$ cat config.mk
export PLATFORM = sky130hd
export DESIGN_NAME = bracket_and_operator_validator_unit
export DESIGN_NICKNAME = d
export VERILOG_FILES = /design/src/sv/bovu_pkg.sv /design/src/sv/bracket_and_operator_validator_unit.sv /design/src/sv/bovu_stack.sv /design/src/sv/bovu_check.sv
export SDC_FILE = /design/constraint.sdc
export NUM_CORES = 1
export LEC_CHECK = 0
export BUFFER_PORTS_ARGS = -buffer_cell sky130_fd_sc_hd__buf_2
export CAP_MARGIN = 20
export CORE_ASPECT_RATIO = 1.4
export CORE_MARGIN = 2
export CORE_UTILIZATION = 55
export DETAILED_ROUTE_END_ITERATION = 8
export GPL_TIMING_DRIVEN = 0
export PLACE_DENSITY = 0.77
export SYNTH_ARGS = -nofsm -noshare
export SYNTH_HDL_FRONTEND = slang
export SYNTH_SLANG_ARGS = --single-unit
$ cat constraint.sdc
create_clock -name clock -period 4.2 [get_ports clock]
set_clock_uncertainty 0.1 [all_clocks]
set_input_delay 0.42 -clock clock [delete_from_list [all_inputs] [get_ports clock]]
set_output_delay 0.42 -clock clock [all_outputs]
set_load 0.05 [all_outputs]
$ cat src/sv/bovu_pkg.sv
// shared types, constants and character decode for the bracket and operator validator
`timescale 1ns / 1ps

package bovu_pkg;

   localparam int BOVU_STACK_DEPTH = 64;

   localparam logic [7:0] CH_LPAREN  = 8'h28;
   localparam logic [7:0] CH_RPAREN  = 8'h29;
   localparam logic [7:0] CH_LBRACE  = 8'h7B;
   localparam logic [7:0] CH_RBRACE  = 8'h7D;
   localparam logic [7:0] CH_LSQUARE = 8'h5B;
   localparam logic [7:0] CH_RSQUARE = 8'h5D;
   localparam logic [7:0] CH_PLUS    = 8'h2B;
   localparam logic [7:0] CH_MINUS   = 8'h2D;
   localparam logic [7:0] CH_STAR    = 8'h2A;
   localparam logic [7:0] CH_SLASH   = 8'h2F;
   localparam logic [7:0] CH_CARET   = 8'h5E;
   localparam logic [7:0] CH_PERCENT = 8'h25;

   localparam logic [1:0] KIND_NONE   = 2'd0;
   localparam logic [1:0] KIND_PAREN  = 2'd1;
   localparam logic [1:0] KIND_BRACE  = 2'd2;
   localparam logic [1:0] KIND_SQUARE = 2'd3;

   typedef enum logic [2:0] {
      ERR_NONE     = 3'd0,
      ERR_MISMATCH = 3'd1,
      ERR_EMPTY    = 3'd2,
      ERR_UNCLOSED = 3'd3,
      ERR_ADJACENT = 3'd4,
      ERR_OVERFLOW = 3'd5
   } err_type;

   typedef struct packed {
      logic [7:0] ch;
      logic       last;
   } req_payload_type;

   typedef struct packed {
      logic       valid_res;
      logic [2:0] error_code;
   } rsp_payload_type;

   typedef struct packed {
      logic       clear;
      logic       push;
      logic       pop;
      logic [1:0] kind;
   } stack_cmd_type;

   typedef struct packed {
      logic       empty;
      logic       one;
      logic       full;
      logic [1:0] top;
   } stack_status_type;

   function automatic logic [1:0] opener_kind(input logic [7:0] c);
      logic [1:0] k;
      case (c)
         CH_LPAREN:  k = KIND_PAREN;
         CH_LBRACE:  k = KIND_BRACE;
         CH_LSQUARE: k = KIND_SQUARE;
         default:    k = KIND_NONE;
      endcase
      return k;
   endfunction

   function automatic logic [1:0] closer_kind(input logic [7:0] c);
      logic [1:0] k;
      case (c)
         CH_RPAREN:  k = KIND_PAREN;
         CH_RBRACE:  k = KIND_BRACE;
         CH_RSQUARE: k = KIND_SQUARE;
         default:    k = KIND_NONE;
      endcase
      return k;
   endfunction

   function automatic logic is_operator(input logic [7:0] c);
      return c inside {CH_PLUS, CH_MINUS, CH_STAR, CH_SLASH, CH_CARET, CH_PERCENT};
   endfunction

endpackage

$ cat src/sv/bracket_and_operator_validator_unit.sv
// Checks bracket balance ((), {}, []) and adjacent operators (+ - * / ^ %) in an
// expression sent one character per transaction, and gives one result after the
// character marked last: valid_res and the code of the first error. One character
// is taken every cycle with no stall of its own; the pace is set by the stack,
// whose top sits in a register and whose lower entries sit in a registered ram
// that is read one step ahead, so a push or pop completes each cycle. The result
// appears on rsp in the cycle after the last character is taken and is held in an
// output register; req is stalled only while that register holds a result and
// rsp_ready is low. Nesting deeper than STACK_DEPTH reports overflow. Reset
// clears the control state at once; the ram needs no clearing pass.
`timescale 1ns / 1ps

module bracket_and_operator_validator_unit import bovu_pkg::*; #(
   parameter int STACK_DEPTH = BOVU_STACK_DEPTH
) (
   input  logic            clock,
   input  logic            reset,
   input  logic            req_valid,
   output logic            req_ready,
   input  req_payload_type req_data,
   output logic            rsp_valid,
   input  logic            rsp_ready,
   output rsp_payload_type rsp_data
);

   stack_cmd_type    stack_cmd;
   stack_status_type stack_status;
   logic             step;
   logic             rsp_load;
   rsp_payload_type  rsp_next;
   logic             rsp_valid_ff, rsp_valid_in;
   rsp_payload_type  rsp_data_ff;

   assign req_ready = !rsp_valid_ff || rsp_ready;
   assign step      = req_valid && req_ready;

   bovu_check u_check (
      .clock    (clock),
      .reset    (reset),
      .step     (step),
      .req      (req_data),
      .status   (stack_status),
      .cmd      (stack_cmd),
      .rsp_load (rsp_load),
      .rsp      (rsp_next)
   );

   bovu_stack #(
      .StackDepth (STACK_DEPTH)
   ) u_stack (
      .clock  (clock),
      .reset  (reset),
      .cmd    (stack_cmd),
      .status (stack_status)
   );

   always_comb begin
      rsp_valid_in = rsp_valid_ff;
      if (rsp_load) begin
         rsp_valid_in = 1'b1;
      end else if (rsp_ready) begin
         rsp_valid_in = 1'b0;
      end
   end

   always_ff @(posedge clock) begin
      if (reset) begin
         rsp_valid_ff <= 1'b0;
      end else begin
         rsp_valid_ff <= rsp_valid_in;
      end
   end

   always_ff @(posedge clock) begin
      if (rsp_load) begin
         rsp_data_ff <= rsp_next;
      end
   end

   assign rsp_valid = rsp_valid_ff;
   assign rsp_data  = rsp_data_ff;

endmodule

$ cat src/sv/bovu_stack.sv
// bracket kind stack: top in a register, the entries below it in a registered ram
`timescale 1ns / 1ps

module bovu_stack import bovu_pkg::*; #(
   parameter int StackDepth = BOVU_STACK_DEPTH
) (
   input  logic             clock,
   input  logic             reset,
   input  stack_cmd_type    cmd,
   output stack_status_type status
);

   localparam int AddrWidth  = $clog2(StackDepth);
   localparam int LevelWidth = $clog2(StackDepth + 1);

   logic [1:0]            mem [StackDepth];
   logic [LevelWidth-1:0] level_ff, level_in;
   logic [1:0]            top_ff, top_in;
   logic [1:0]            rd_data_ff;
   logic [1:0]            fwd_data_ff, fwd_data_in;
   logic                  fwd_sel_ff, fwd_sel_in;
   logic                  wr_en;
   logic [LevelWidth-1:0] wr_level, rd_level;
   logic [AddrWidth-1:0]  wr_addr, rd_addr;
   logic [1:0]            below;

   // entry under the top; a push writes the same address the next read wants
   assign below = fwd_sel_ff ? fwd_data_ff : rd_data_ff;

   always_comb begin
      level_in    = level_ff;
      top_in      = top_ff;
      wr_en       = 1'b0;
      fwd_sel_in  = 1'b0;
      fwd_data_in = top_ff;
      if (cmd.clear) begin
         level_in = '0;
      end else if (cmd.push) begin
         level_in   = level_ff + LevelWidth'(1);
         top_in     = cmd.kind;
         wr_en      = (level_ff != '0);
         fwd_sel_in = 1'b1;
      end else if (cmd.pop) begin
         level_in = level_ff - LevelWidth'(1);
         top_in   = below;
      end
   end

   assign wr_level = level_ff - LevelWidth'(1);
   assign wr_addr  = wr_level[AddrWidth-1:0];
   assign rd_level = level_in - LevelWidth'(2);
   assign rd_addr  = rd_level[AddrWidth-1:0];

   always_ff @(posedge clock) begin
      if (wr_en) begin
         mem[wr_addr] <= top_ff;
      end
      rd_data_ff <= mem[rd_addr];
   end

   always_ff @(posedge clock) begin
      if (reset) begin
         level_ff   <= '0;
         fwd_sel_ff <= 1'b0;
      end else begin
         level_ff   <= level_in;
         fwd_sel_ff <= fwd_sel_in;
      end
   end

   always_ff @(posedge clock) begin
      top_ff      <= top_in;
      fwd_data_ff <= fwd_data_in;
   end

   assign status.empty = (level_ff == '0);
   assign status.one   = (level_ff == LevelWidth'(1));
   assign status.full  = (level_ff == LevelWidth'(StackDepth));
   assign status.top   = top_ff;

endmodule

$ cat src/sv/bovu_check.sv
// per-character checking, first-error latch and result formation
`timescale 1ns / 1ps

module bovu_check import bovu_pkg::*; (
   input  logic             clock,
   input  logic             reset,
   input  logic             step,
   input  req_payload_type  req,
   input  stack_status_type status,
   output stack_cmd_type    cmd,
   output logic             rsp_load,
   output rsp_payload_type  rsp
);

   err_type err_ff, err_in;
   logic    prev_op_ff, prev_op_in;

   always_comb begin
      logic [1:0] ok;
      logic [1:0] ck;
      logic       op;
      logic       open_after;
      err_type    final_err;
      ok         = opener_kind(req.ch);
      ck         = closer_kind(req.ch);
      op         = is_operator(req.ch);
      open_after = 1'b0;
      final_err  = ERR_NONE;
      cmd        = '0;
      err_in     = err_ff;
      prev_op_in = prev_op_ff;
      rsp_load   = 1'b0;
      if (step) begin
         // once an error is latched the stack is frozen until the last character clears it
         if (err_ff == ERR_NONE) begin
            if (ok != KIND_NONE) begin
               if (status.full) begin
                  err_in = ERR_OVERFLOW;
               end else begin
                  cmd.push = 1'b1;
                  cmd.kind = ok;
               end
            end else if (ck != KIND_NONE) begin
               if (status.empty) begin
                  err_in = ERR_EMPTY;
               end else if (status.top != ck) begin
                  err_in = ERR_MISMATCH;
               end else begin
                  cmd.pop = 1'b1;
               end
            end else if (op && prev_op_ff) begin
               err_in = ERR_ADJACENT;
            end
         end
         prev_op_in = op;
         if (req.last) begin
            open_after = cmd.push || (cmd.pop ? !status.one : !status.empty);
            final_err  = err_in;
            if (err_in == ERR_NONE && open_after) begin
               final_err = ERR_UNCLOSED;
            end
            rsp_load   = 1'b1;
            cmd.clear  = 1'b1;
            err_in     = ERR_NONE;
            prev_op_in = 1'b0;
         end
      end
      rsp.valid_res  = (final_err == ERR_NONE);
      rsp.error_code = final_err;
   end

   always_ff @(posedge clock) begin
      if (reset) begin
         err_ff     <= ERR_NONE;
         prev_op_ff <= 1'b0;
      end else begin
         err_ff     <= err_in;
         prev_op_ff <= prev_op_in;
      end
   end

endmodule

# Word-level counts from Yosys, hierarchy flattened
# Memories as Yosys holds them, arrays and structs flattened. A register that Yosys moved wholly into a read port is not among the register bits.
# Index checks and enable logic that the tools add are counted.
[word_totals] reg_bits=21 ram_bits=128 inputBits=13 memories=1
[mem_list] name="u_stack.mem" depth=64 word_bits=2 read_ports=1 rd_clocked_by_memory_dff=1 write_ports=1 line_no="bovu_stack.sv:16" source="logic [1:0] mem [StackDepth];"
[op_classes] add_sub_neg=3 eq_ne=15 mux=42 bitwise=1 reduce_logical=20
[op_table] cell="equality test 8 x 6 -> 1 bit, second input constant" n=7
[op_table] cell="equality test 8 x 7 -> 1 bit, second input constant" n=5
[op_table] cell="2-to-1 mux 3 bit" n=12
[op_table] cell="2-to-1 mux 7 bit" n=3
[op_table] cell="2-to-1 mux 1 bit" n=17
[op_table] cell="one-hot mux 2 bit (3 select lines)" n=2
[op_table] cell="2-to-1 mux 2 bit" n=5
[op_table] cell="zero test 3 bit" n=3
[op_table] cell="2-to-1 mux 4 bit" n=2
[op_table] cell="nonzero test 2 bit" n=4
[op_table] cell="adder 7 x 1 -> 7 bit, second input constant" n=1
[op_table] cell="equality test 7 x 1 -> 1 bit, second input constant" n=1
[op_table] cell="equality test 7 bit, second input constant" n=1
[op_table] cell="zero test 7 bit" n=1
[op_table] cell="nonzero test 7 bit" n=1
[op_table] cell="subtractor 7 x 1 -> 7 bit, second input constant" n=1
[op_table] cell="nonzero test 6 bit" n=1
[op_table] cell="subtractor 6 x 2 -> 6 bit, second input constant" n=1
[op_table] cell="2-to-1 mux 5 bit" n=1
[op_table] cell="logical AND 1 bit" n=3
[op_table] cell="zero test 1 bit" n=3
[op_table] cell="logical OR 1 bit" n=2
[op_table] cell="!= test 2 bit" n=1
[op_table] cell="AND reduction 2 bit" n=1
[op_table] cell="2 further kinds" n=2

# Logic depth before layout (Yosys ltp)
[depth] word_depth=16 mapped_depth=17

# Cells and area by module
# Synthesis repeated with hierarchy kept, for this count alone.
[hier_totals] cells_unflattened=586 area_unflattened_um2=7095.6
[by_module_without_submodules] module="bovu_stack" instances=1 cells_per_inst=504 area_per_inst_um2=6404.9 seq_area_each_um2=4144.0
[by_module_without_submodules] module="bovu_check" instances=1 cells_per_inst=73 area_per_inst_um2=515.5 seq_area_each_um2=80.1
[by_module_without_submodules] module="bracket_and_operator_validator_unit" instances=1 cells_per_inst=9 area_per_inst_um2=175.2 seq_area_each_um2=140.1

# Worst setup path before layout
# OpenSTA, ideal clock, no wires.
[synth_path] kind="register to register" from="register u_stack.top_ff[0], in the netlist u_stack.fwd_data_in[0]" to="register u_stack.rd_data_ff[1], read port of u_stack.mem" setup_ps=116 t_arrival_ps=4284 required_time_ps=3984 setup_slack_ps=-300 stages_incl_launch_ff=16 path_buffers=3 cell_sequence="edfxtp_1 -> nor3b_1 -> a32oi_1 -> nor4_4 -> o211ai_1 -> and3_1 -> buf_6 -> inv_6 -> clkbuf_1 -> ha_1 -> xor2_2 -> and2_1 -> buf_2 -> a22o_1 -> or4_1 -> and4_1"
[synth_via] elab_chain_len=12
[synth_rtl] element="start, declared" line_no="bovu_stack.sv:18" source="logic [1:0] top_ff, top_in;"
[synth_rtl] element="start signal, assigned" line_no="bovu_stack.sv:72" source="top_ff <= top_in;"
[synth_rtl] element="!= test 2 bit" line_no="bovu_check.sv:46" source="end else if (status.top != ck) begin"
[synth_rtl] element="2-to-1 mux 1 bit" line_no="bovu_check.sv:46"
[synth_rtl] element="2-to-1 mux 1 bit" line_no="bovu_check.sv:44" source="if (status.empty) begin"
[synth_rtl] element="2-to-1 mux 1 bit" line_no="bovu_check.sv:43" source="end else if (ck != KIND_NONE) begin"
[synth_rtl] element="2-to-1 mux 1 bit" line_no="bovu_check.sv:36" source="if (ok != KIND_NONE) begin"
[synth_rtl] element="2-to-1 mux 4 bit" line_no="bovu_check.sv:35" source="if (err_ff == ERR_NONE) begin"
[synth_rtl] element="2-to-1 mux 4 bit" line_no="bovu_check.sv:33" source="if (step) begin"
[synth_rtl] element="2-to-1 mux 5 bit" line_no="bovu_check.sv:33"
[synth_rtl] element="2-to-1 mux 7 bit" line_no="bovu_stack.sv:43" source="end else if (cmd.pop) begin"
[synth_rtl] element="2-to-1 mux 7 bit" line_no="bovu_stack.sv:38" source="end else if (cmd.push) begin"
[synth_rtl] element="2-to-1 mux 7 bit" line_no="bovu_stack.sv:36" source="if (cmd.clear) begin"
[synth_rtl] element="subtractor 6 x 2 -> 6 bit" line_no="bovu_stack.sv:51" source="assign rd_level = level_in - LevelWidth'(2);"
[synth_rtl] element="end, declared" line_no="bovu_stack.sv:19" source="logic [1:0] rd_data_ff;"
# No other way between the ends. The select of a mux whose other input is x is not followed.
# A chain may end at the register's enable or synchronous reset.

# Final worst setup path
[layout_path] from="register u_stack.level_ff[1]" to="register u_stack.rd_data_ff[1], read port of u_stack.mem"
[layout_via] elab_chain_len=11 elab_cells_between_ends=16 cone_classes="add/sub (3); eq/ne (1); mux (11); reduce/logical (1)"
[layout_rtl] element="start, declared" line_no="bovu_stack.sv:17" source="logic [LevelWidth-1:0] level_ff, level_in;"
[layout_rtl] element="start signal, assigned" line_no="bovu_stack.sv:66" source="level_ff <= level_in;"
[layout_rtl] element="zero test 7 bit" line_no="bovu_stack.sv:76" source="assign status.empty = (level_ff == '0);"
[layout_rtl] element="2-to-1 mux 1 bit" line_no="bovu_check.sv:44"
[layout_rtl] element="2-to-1 mux 1 bit" line_no="bovu_check.sv:43"
[layout_rtl] element="2-to-1 mux 1 bit" line_no="bovu_check.sv:36"
[layout_rtl] element="2-to-1 mux 4 bit" line_no="bovu_check.sv:35"
[layout_rtl] element="2-to-1 mux 4 bit" line_no="bovu_check.sv:33"
[layout_rtl] element="2-to-1 mux 5 bit" line_no="bovu_check.sv:33"
[layout_rtl] element="2-to-1 mux 7 bit" line_no="bovu_stack.sv:43"
[layout_rtl] element="2-to-1 mux 7 bit (*)" line_no="bovu_stack.sv:38"
[layout_rtl] element="2-to-1 mux 7 bit (*)" line_no="bovu_stack.sv:36"
[layout_rtl] element="subtractor 6 x 2 -> 6 bit (*)" line_no="bovu_stack.sv:51"
# Mark *: on every way between the ends. The rest lies on a longest branch, timed or not. The select of a mux whose other input is x is not followed.

==> results by group <==
Finish
  • Antenna cells: 0
  • Nets: 660
  • Layout Utilization: 64.4%
  • Post-route cell area: 8260 um2
  • Layout cells sized above 1: 17.7%
  • Layout area overhead: 14.9%
  • Finished Layout Cells: approximately 800
  • Number of fill cells: 930

Critical path
  • Setup crit start: u_stack.level_ff[1]$_SDFF_PP0_
  • CP delay by family, top: simple AND/OR/NAND/NOR gates
  • Crit path arrival time: 4.38 ns
  • Setup crit end: u_stack.rd_data_ff[1]$_DFF_P_
  • CP Data Required Time: roughly 4.4 ns
  • CP cell instances: inv_2 > ha_1 > or4b_4 > nor3_4 > nor4_4 > buf_4 > o211ai_1 > and3_1 > buf_6 > clkinv_8 > ha_4 > xnor2_4 > nor2_1 > a22o_1 > or4_1 > and4_1
  • RR Startpoint: u_stack.level_ff[1]$_SDFF_PP0_
  • R2R depth: 16
  • Reg-to-Reg End: u_stack.rd_data_ff[1]$_DFF_P_
  • Startpoint types: register
  • Worst path slowest cell: or4b_4
  • R2R Setup Slk: 0.05 ns
  • Crit path depth: 16
  • Peak per-stage delay on the critical path: 0.48 ns
  • CP Buf/Inv Count: 4
  • WS Path Type: register to register
  • Crit Path Max Fanout: 16
  • Crit path capture type: register

STA
  • Unrepaired setup endpoints after global routing: false
  • Min Clock Period, post-route: 4.15 ns
  • Post-route clock period utilization: between 90% and 100%
  • Max Slew Vio Count: 0
  • Highest Clock Rate: 241 MHz
  • Tightest Pin Transition: approximately 0.72 ns
  • Final Hold Vio Count: 0
  • Final setup violation count: 0
  • Hold_ws: 0.104 ns
  • Max-slew headroom: roughly 52%

Outcome
  • Status: complete, no violations

Placed design
  • Gpl congestion: ~0.94
  • Placed cell count: about 770
  • Post-DP Area: 7570 um2
  • I/O Buffers: 17
  • Final HPWL DP: approximately 12,000 um

Hold path
  • Hold path startpoint: reset
  • Hold Path Class: primary input to register

Synth
  • Register area share after synthesis: 60.7%
  • Synth top area share: 56.0%
  • Post-Syn Nets: 611
  • Yosys top cell by area: edfxtp_1
  • Seq cells post-synth: 151
  • Ys async rst share: 0%
  • Post-synth cell types: 75
  • Mapped Avg Cell Area: about 12 um2
  • Synth Instances: 593
  • Yosys warns: 0
  • EDFF count, synth: 134
  • Area contributors post-synth: edfxtp_1 (56%), mux2i_1 (5.4%), nand2_1 (4.8%)
  • Synthesized cell area: 7190 um2
  • Main flop type after synthesis: edfxtp_1

Pwr
  • Flop pwr share: 51.0%
  • Comb power frac: 3.1%
  • Clock Power Share: a little under half
  • Overall Power: 3170 uW
  • Net switching power: 738 uW
  • Sw Share: 23.3%
  • Power per cell area: 383 nW/um2
  • LEAKAGE: 0.00293 uW
  • P_int: 2430 uW
  • Maximum VDD drop: 0.252 mV

Global route
  • Pin count of the biggest net entering global routing: 34
  • Initial antenna violation count: 0
  • Total gr overflow: 0
  • Vias in the first global route: 5,300
  • Tot GR Track Use: 27.2%
  • Global-route wire length before repair: between 20,000 and 30,000 um

CTS
  • CTS Root Cell: clkbuf_16
  • Worst skew pair latency: 0.43 ns
  • TritonCTS Sinks: around 150
  • Worst-path clk slew: roughly 0.070 ns
  • H-tree levels: 4
  • CTS tree: built
  • # hold bufs at CTS: 0
  • Num CTS Buffers: 17
  • Clock buffer depth: 2

Die
  • Core Footprint: 12,800 um2
  • Die area: 14,000 um2
  • Die H: 139 um
  • Die width: 101 um
  • Initial Utilization: ~56%
  • # rows: 49
  • IO Count: 19

Drt
  • Vias after detailed routing: about 5,200
  • Final WL: 18,400 um
  • Vias/cell: 6.47
  • Drt first pass iters: 5
  • WL per Instance: 22.8 um
  • DRC Markers: 0
  • ANT nets after route: 0
  • 1st-iter DRT viols: between 400 and 500

Job
  • Max Cap Viol: 0
-- power by group through the flow --
stage | registers [uW] | clock network [uW] | logic, uW
CTS | 1620 | 1450 | 95.9
finish | 1620 | 1450 | 99.2
detailed placement | 1650 | 0 | 94.0
global route | 1620 | 1510 | 106
floorplan | 1650 | 0 | 56.7
global placement | 1650 | 0 | 90.1
-- cells in the mapped netlist (3+ instances only) --
library cell    n
clkbuf_1       12
nor3_1          7
o21ai_0         5
o2111ai_1       4
nand3_1        31
nor2b_1         3
nand4_1        11
a32oi_1         4
inv_1           6
o211ai_1        4
xor2_1          5
edfxtp_1      134
nor2_1         84
ha_1            5
a21oi_1        15
nand2_1        91
or3_1           3
mux2i_1        39
nor4_1          5
a31oi_1         4
and3_1          9
and2_1          5
xnor2_1         8
dfxtp_1        17
buf_2           8
nor3b_1         7
mux4_2          6
-- cell families (layout without fill, tap and decap cells) --
logic type	after synthesis	after routing	share of synthesized area, %
buffers and inverters	33	95	2.51
flip-flops	151	151	60.7
XOR/XNOR	15	15	2.04
adder cells (fa/ha/maj)	5	5	0.870
multiplexers	49	49	8.13
AND/OR/NAND/NOR	275	275	18.7
AO/OA/AOI/OAI	65	65	7.03
-- timing repair --
item,in CTS,in global routing
pin swaps,2,4
setup endpoints to repair,2,2
resized for setup,5,8
buffers inserted,4,6
-- per-layer routing --
layer  routed length (um)  vias up  part of all wire [%]  global-route usage, %
met2                 9680      279                    53                   47.1
li1                     -     2331                     -                      -
met3                 1250       61                   6.8                   6.13
met5                    0        -                     0                      0
met1                 6640     2553                    36                   30.9
met4                  853        0                   4.6                   14.5
-- sequential cells by signal (all words and copies together), names as in the netlist --
name                 flops
u_stack.fwd_data_ff      2
rsp_data                 4
u_stack.mem            128
u_stack.level_ff         7
rsp_valid                1
u_check.prev_op_ff       1
u_stack.rd_data_ff       2
u_stack.fwd_data_in      2
u_check.err_ff           3
u_stack.fwd_sel_ff       1
-- layout make-up --
class | instances | area, um2 | share of cell area, %
Timing Repair Buffer | 31 | 245 | 2.97
Buffer | 25 | 149 | 1.80
Multi-Input combinational cell | 409 | 2700 | 32.7
Clock inverter | 15 | 144 | 1.74
Clock buffer | 17 | 425 | 5.15
Inverter | 7 | 38.8 | 0.470
Tap cell | 153 | 191 | 2.32
Sequential cell | 151 | 4370 | 52.9
-- metrics by stage --
stage | setup TNS [ns] | worst slack, ns
floorplan | 0 | 0.0127
global placement | -2.90 | -1.46
detailed placement | -1.12 | -0.611
CTS | 0 | 0.0261
global route | 0 | 0.00515
finish | 0 | 0.0451
-- how the worst min path moves through the flow --
stage	slack (ns)	cells past startpoint	to
detailed placement	0.36	2	u_check.prev_op_ff$_SDFFE_PP0P_
global route	0.12	2	u_stack.level_ff[5]$_SDFF_PP0_
finish	0.10	2	u_stack.level_ff[5]$_SDFF_PP0_
CTS	0.10	2	u_stack.level_ff[5]$_SDFF_PP0_
floorplan	0.33	2	u_check.prev_op_ff$_SDFFE_PP0P_
global placement	0.34	2	u_check.prev_op_ff$_SDFFE_PP0P_
-- worst register-to-register path, delay by kind of cell (launching register included) --
family | cells | cell delay (ns)
buffers and inverters | 4 | 0.54
AND/OR/NAND/NOR | 7 | 1.87
XOR/XNOR | 1 | 0.35
flip-flops | 1 | 0.37
AO/OA/AOI/OAI | 2 | 0.43
adder cells (fa/ha/maj) | 2 | 0.39
-- placed cells by master, fill, tap and decap left out, types with 3 or more instances in the layout --
cell type / instances
buf_2: 25
o2111ai_1: 4
clkbuf_2: 3
nand2_1: 91
a21oi_1: 15
buf_8: 4
a32oi_1: 3
o211ai_1: 4
mux2i_1: 39
nor2b_1: 3
nand3_1: 31
clkbuf_1: 8
mux4_2: 6
o21ai_0: 5
xor2_1: 5
or3_1: 3
nor3b_1: 6
nor2_1: 84
clkinv_8: 3
inv_1: 4
nand4_1: 11
edfxtp_1: 134
a31oi_1: 4
dfxtp_1: 15
and3_1: 9
clkbuf_16: 17
ha_1: 4
and2_1: 5
nor4_1: 5
inv_6: 4
xnor2_1: 8
buf_4: 10
nor3_1: 7
clkinv_4: 4
No activity file was read; power rests on OpenSTA's default activity.
